==> config.mk <==
export PLATFORM = sky130hd
export DESIGN_NAME = bmf_div
export DESIGN_NICKNAME = d
export VERILOG_FILES = /design/src/hdl/bmf_pkg.sv /design/src/hdl/bmf_div.sv
export SDC_FILE = /design/constraint.sdc
export NUM_CORES = 1
export LEC_CHECK = 0
export BUFFER_PORTS_ARGS = -buffer_cell sky130_fd_sc_hd__buf_2
export CAP_MARGIN = 10
export CORE_ASPECT_RATIO = 0.9
export CORE_UTILIZATION = 36
export CTS_BUF_LIST = sky130_fd_sc_hd__clkbuf_8
export DETAILED_ROUTE_END_ITERATION = 8
export HOLD_SLACK_MARGIN = 0.03
export PLACE_DENSITY_LB_ADDON = 0.05
export SETUP_SLACK_MARGIN = 0.2
export SLEW_MARGIN = 5
export SYNTH_ARGS = -nofsm -noshare
export SYNTH_HDL_FRONTEND = slang
export SYNTH_SLANG_ARGS = --single-unit
==> constraint.sdc <==
create_clock -name clk -period 3.3 [get_ports clk]
set_clock_uncertainty 0.15 [all_clocks]
set_input_delay 0.165 -clock clk [delete_from_list [all_inputs] [get_ports clk]]
set_output_delay 0.165 -clock clk [all_outputs]
set_load 0.02 [all_outputs]
==> src/hdl/bmf_pkg.sv <==
// Shared constants, types and register codes of the box mean filter.
package bmf_pkg;

  localparam int PIX_W     = 8;   // pixel and result width
  localparam int KSZ_W     = 3;   // kernel side register width
  localparam int DIM_W     = 11;  // image_width / image_height register width
  localparam int CFG_IDX_W = 2;
  localparam int CFG_DAT_W = 11;

  localparam int DEF_MAX_KERNEL = 7;
  localparam int DEF_MAX_WIDTH  = 1024;
  localparam int DEF_MAX_HEIGHT = 1024;

  localparam logic [KSZ_W-1:0] RST_KERNEL = 3'd3;
  localparam logic [DIM_W-1:0] RST_WIDTH  = 11'd1024;
  localparam logic [DIM_W-1:0] RST_HEIGHT = 11'd1024;

  typedef enum logic [CFG_IDX_W-1:0] {
    CFG_KERNEL = 2'd0,
    CFG_WIDTH  = 2'd1,
    CFG_HEIGHT = 2'd2,
    CFG_NONE   = 2'd3
  } cfg_idx_t;

  typedef enum logic [2:0] {
    ST_IDLE,
    ST_CHECK,
    ST_READ,
    ST_FLUSH,
    ST_DSTART,
    ST_DWAIT,
    ST_OUT
  } bmf_state_t;

endpackage

==> src/hdl/bmf_div.sv <==
// Restoring divider: one quotient bit per cycle, quotient known to fit PIX_W bits.
module bmf_div #(
  parameter int NW = 14,
  parameter int DW = 6
) (
  input  logic                      clk,
  input  logic                      rst_n,
  input  logic                      start,
  input  logic [NW-1:0]             dividend,
  input  logic [DW-1:0]             divisor,
  output logic                      done,
  output logic [bmf_pkg::PIX_W-1:0] quot
);
  import bmf_pkg::*;

  localparam int TW = NW + DW + PIX_W;
  localparam int CW = $clog2(PIX_W + 1);

  logic [TW-1:0]    rem_r, rem_nxt;
  logic [TW-1:0]    dsh_r, dsh_nxt;
  logic [PIX_W-1:0] q_r, q_nxt;
  logic [CW-1:0]    cnt_r, cnt_nxt;
  logic             busy_r, busy_nxt;
  logic             done_r, done_nxt;

  always_comb begin
    rem_nxt  = rem_r;
    dsh_nxt  = dsh_r;
    q_nxt    = q_r;
    cnt_nxt  = cnt_r;
    busy_nxt = busy_r;
    done_nxt = 1'b0;
    if (start) begin
      rem_nxt  = TW'(dividend);
      dsh_nxt  = TW'(divisor) << (PIX_W - 1);
      q_nxt    = '0;
      cnt_nxt  = '0;
      busy_nxt = 1'b1;
    end else if (busy_r) begin
      // trial subtract, shift divisor down
      if (rem_r >= dsh_r) begin
        rem_nxt = rem_r - dsh_r;
        q_nxt   = {q_r[PIX_W-2:0], 1'b1};
      end else begin
        q_nxt   = {q_r[PIX_W-2:0], 1'b0};
      end
      dsh_nxt = dsh_r >> 1;
      cnt_nxt = cnt_r + CW'(1);
      if (cnt_r == CW'(PIX_W - 1)) begin
        busy_nxt = 1'b0;
        done_nxt = 1'b1;
      end
    end
  end

  always_ff @(posedge clk) begin
    if (!rst_n) begin
      busy_r <= 1'b0;
      done_r <= 1'b0;
      cnt_r  <= '0;
    end else begin
      busy_r <= busy_nxt;
      done_r <= done_nxt;
      cnt_r  <= cnt_nxt;
    end
  end

  always_ff @(posedge clk) begin
    rem_r <= rem_nxt;
    dsh_r <= dsh_nxt;
    q_r   <= q_nxt;
  end

  assign done = done_r;
  assign quot = q_r;

endmodule

Word-level counts from Yosys, hierarchy flattened
Index checks and enable logic that the tools add are counted.
{ "word_totals": {"ff_bits": 55, "in_bits": 23, "out_inout_bits": 9, "wordCells": 30} }
{ "classes": {"n_addsub": 2, "n_lt_le_gt_ge": 1, "n_eq_ne": 1, "n_mux": 10, "n_bitwise": 2, "reduce_logical": 6} }
{ "op_table": {"columns": ["cell", "n"], "rows": [
  ["two-way mux 14 bit", 3],
  [">= comparator 28 x 13 -> 1 bit", 1],
  ["subtractor 28 x 13 -> 28 bit", 1],
  ["two-way mux 13 bit", 2],
  ["two-way mux 1 bit", 5],
  ["adder 4 x 1 -> 4 bit, second input constant", 1],
  ["== test 4 x 3 -> 1 bit, second input constant", 1],
  ["AND reduction 2 bit", 2],
  ["nonzero test 2 bit", 2],
  ["OR reduction 3 bit", 1],
  ["NOT 1 bit", 2],
  ["OR reduction 2 bit", 1]
]} }

Longest topological paths before layout
{ "logic_depth": {"ltp_word": 4, "mapped_depth": 11, "ltp_nobuf": 10} }

Worst setup path before layout
Ideal clock, no wire load.
{ "synth_path": {"kind": "register to register", "from": "reg rem_r[5]", "to": "reg rem_r[0], enable pin", "setup_ps": 349, "arrival_time_ps": 2526, "t_required_ps": 2801, "setup_slack_ps": 275, "path_stages_with_launch": 10, "path_buffers": 2, "synth_period_minus_slack_ps": 3025, "path_cell_list": "edfxtp_1 > ha_1 > clkbuf_1 > and3_1 > a211oi_1 > a21oi_1 > o211a_1 > o21ai_1 > buf_2 > nand2b_1"} }
{ "synth_via": {"elab_chain_len": 3} }
{ "synth_rtl": {"columns": ["item", "line", "source"], "rows": [
  ["start, declared", "bmf_div.sv:19", "logic [TW-1:0] rem_r, rem_nxt;"],
  ["start signal, assigned", "bmf_div.sv:69", "rem_r <= rem_nxt;"],
  [">= comparator 28 x 13 -> 1 bit", "bmf_div.sv:41", "if (rem_r >= dsh_r) begin"],
  ["nonzero test 2 bit (no source line)", null, null],
  ["AND reduction 2 bit (no source line)", null, null]
]} }
Every way passes these cells.
A chain may end at the register's enable or synchronous reset.

Final worst setup path
{ "layout_path": {"from": "reg rem_r[0]", "to": "reg rem_r[25]"} }
{ "layout_via": {"elab_chain_len": 2, "word_cells_on_any_way": 3} }
{ "layout_rtl": {"columns": ["item", "line"], "rows": [
  [">= comparator 28 x 13 -> 1 bit", "bmf_div.sv:41"],
  ["AND reduction 2 bit (no source line)", null]
]} }
Several ways; a longest one is shown, not always the timed one.

==> flow_metrics.env <==
export IMPL_fin_crit_sh=0.887
export IMPL_dpl_hpwl_mm=5.23
export IMPL_start_util=0.377
export IMPL_drcViolationCount=0
export IMPL_routed_via_density=5.01
export IMPL_setup_viol=0
export IMPL_gp_congestion=0.766
export IMPL_wl_met1_mm=3.76
export IMPL_final_setup_worst_slack_ps=373
export IMPL_cp_startpoint="rem_r[0]$_DFFE_PP_"
export IMPL_die_h_um=89.8
export IMPL_dieArea_um2=8930
export IMPL_grt_pass1_wl_mm=11.9
export IMPL_syn_area_um2=3080
export IMPL_irDropWorstVdd_mv=0.243
export IMPL_worstMarginPinSlew_ps=653
export IMPL_rsz0062_at_grt="false"
export IMPL_drv_slew=0
export IMPL_hp_class="input pin to register"
export IMPL_insertion_delay_ps=320
export IMPL_yosysWarnings=0
export IMPL_crit_required_ps=3360
export IMPL_fin_nets=437
export IMPL_vias=2582
export IMPL_htree_levels=2
export IMPL_grt_overflow=0
export IMPL_yosys_area_top_type="dfxtp_1"
export IMPL_row_count=31
export IMPL_hold_depth=2
export IMPL_startpoint_type="register"
export IMPL_wl_met2_mm=3.06
export IMPL_final_hold_viol_count=0
export IMPL_critPathKind="register to register"
export IMPL_cts_tree="built"
export IMPL_drt_iter0_drc=132
export IMPL_synth_top_area_share=0.227
export IMPL_fin_total_pwr_uw=2830
export IMPL_ys_top_cells_by_area="dfxtp_1 (23%), edfxtp_1 (19%), ha_1 (5.7%)"
export IMPL_slowest_stage="fa_1"
export IMPL_root_buffer="clkbuf_8"
export IMPL_route_met3_wl_um=186
export IMPL_ff2ff_path_depth=11
export IMPL_track_usage=0.165
export IMPL_synth_edf_count=20
export IMPL_antenna_found_initial=0
export IMPL_grt_max_degree=30
export IMPL_r2r_end="rem_r[25]$_SDFFE_PP0P_"
export IMPL_top_layer="met4"
export IMPL_syn_avg_cell_area_um2=8.91
export IMPL_end_kind="register"
export IMPL_ys_ff_latch=55
export IMPL_postCtsSetupRepairBufs=0
export IMPL_synth_fp_nets=384
export IMPL_period_minus_slack_ps=2930
export IMPL_worst_path_largest_cell_delay_ps=420
export IMPL_cts_buffer_depth=2
export IMPL_antenna_left=0
export IMPL_cp_cell_sequence="inv_1 > ha_1 > fa_1 > nor2b_2 > o2111ai_2 > a21oi_2 > o211a_1 > o21ai_1 > buf_4 > nor4_2 > mux2_2"
export IMPL_syn_to_final_growth_pct=21.1
export IMPL_synthCells=346
export IMPL_p_leak_uw=0.00153
export IMPL_slew_headroom=0.560
export IMPL_wirelength_mm=7.06
export IMPL_cap_violations=0
export IMPL_r2r_start="rem_r[0]$_DFFE_PP_"
export IMPL_critical_path_arrival_ps=2990
export IMPL_totalNegativeSetupSlack_ps=0
export IMPL_pre_cts_slack_ps=266
export IMPL_cts_clk_slew_worst_paths_ps=100
export IMPL_first_pass_iters=4
export IMPL_n_antenna_cell=0
export IMPL_synth_most_common_cell="nand2_1"
export IMPL_min_from="divisor[5]"
export IMPL_coreArea_um2=8180
export IMPL_grt_pass1_vias=2425
export IMPL_synthTopCellsByCount="nand2_1 (36), dfxtp_1 (35), nor2_1 (32), o21ai_0 (28), a21oi_1 (21)"
export IMPL_drive_gt1_frac=0.175
export IMPL_wl_per_cell_um=13.7
export IMPL_synth_distinct_cells=48
export IMPL_synth_seq_area_share=0.422
export IMPL_max_freq_mhz=342
export IMPL_async_reset_ff_frac=0
export IMPL_hold_path_end="dsh_r[12]$_DFFE_PP_"
export IMPL_power_density_nw_per_um2=759
export IMPL_placement_io_buffers=31
export IMPL_cts_sinks=55
export IMPL_cts_inserted_buffers=5
export IMPL_critPathMaxFanout=6
export IMPL_ios=32
export IMPL_outcome="completed"
export IMPL_reg2reg_slack_ps=370
export IMPL_synthFlopType="dfxtp_1"
export IMPL_die_w_um=99.5
[cell usage in the layout, fill, tap and decap left out, types with 12 or more instances in the layout]
master         netlist  layout
dlygate4sd3_1        0      20
nand2_1             36      36
a21oi_1             21      20
buf_4                0      12
dfxtp_1             35      35
inv_1               19      20
edfxtp_1            20      20
nor2_1              32      32
buf_2                1      31
mux2i_1             15      15
ha_1                14      14
o21ai_0             28      28
[how the worst max path moves through the flow]
stage | cells past startpoint | to
2_1_floorplan | 9 | rem_r[0]$_DFFE_PP_
3_3_place_gp | 10 | rem_r[18]$_SDFFE_PP0P_
3_5_place_dp | 11 | rem_r[23]$_SDFFE_PP0P_
4_1_cts | 11 | rem_r[23]$_SDFFE_PP0P_
5_1_grt | 11 | rem_r[25]$_SDFFE_PP0P_
6_report | 11 | rem_r[25]$_SDFFE_PP0P_
[routing by layer]
layer	global-route usage	vias up
met5	0	-
met4	0.0331	0
met3	0.0303	5
met2	0.246	31
met1	0.248	1196
li1	-	1350
[power by group]
part / internal [µW] / switching (µW) / leakage, µW / total (µW)
sequential: 873 / 117 / 0.000489 / 990
combinational: 645 / 807 / 0.000987 / 1450
clock: 152 / 237 / 0.0000499 / 389
[flip-flops by register name (all words and copies together) (netlist names)]
name    count
rem_r      28
dsh_r      13
quot        8
cnt_r       4
busy_r      1
done        1
[kinds of logic (layout without fill, tap and decap cells)]
kind of cell	Yosys count	after routing	share of synthesized area
muxes	19	19	0.0633
buffers and inverters	36	90	0.0443
xor gates and xnor gates	14	14	0.0398
adders and majority gates	15	15	0.0633
DFF	55	55	0.422
AOI/OAI and AO/OA	77	77	0.151
and+or+nand+nor	130	130	0.216
[metrics by stage]
step | hold slack [ps] | utilization | instances | cell area, µm²
floorplan | 143 | - | 346 | 3080
global placement | 251 | 0.416 | 487 | 3410
detailed placement | 252 | 0.416 | 487 | 3410
CTS | 83.5 | 0.452 | 515 | 3700
global route | 78.1 | 0.456 | 515 | 3730
finish | 97.8 | 0.456 | 515 | 3730
[cell type report]
type / instances / area [µm²]
multi-input combinational: 255 / 1680
timing repair buffer: 63 / 445
fill: 831 / 4450
clock buffer: 5 / 68.8
inverter: 19 / 71.3
sequential: 55 / 1300
tap: 115 / 144
clock inverter: 3 / 21.3
[worst max-delay path: cells and delay by family (launching register included)]
| kind | cells | cell delay (ps) |
|---|---|---|
| buf+inv | 2 | 230 |
| mux | 1 | 360 |
| flops | 1 | 340 |
| simple gates | 2 | 450 |
| compound gates | 4 | 650 |
| fa+ha+maj | 2 | 630 |
[what timing repair did]
action                                 4_1_cts  5_1_grt
setup endpoints to repair                    0       12
hold buffers                                20        0
endpoints found under the hold margin       20        0
resized for setup                            0        7
(Power assumes the default switching activity.)
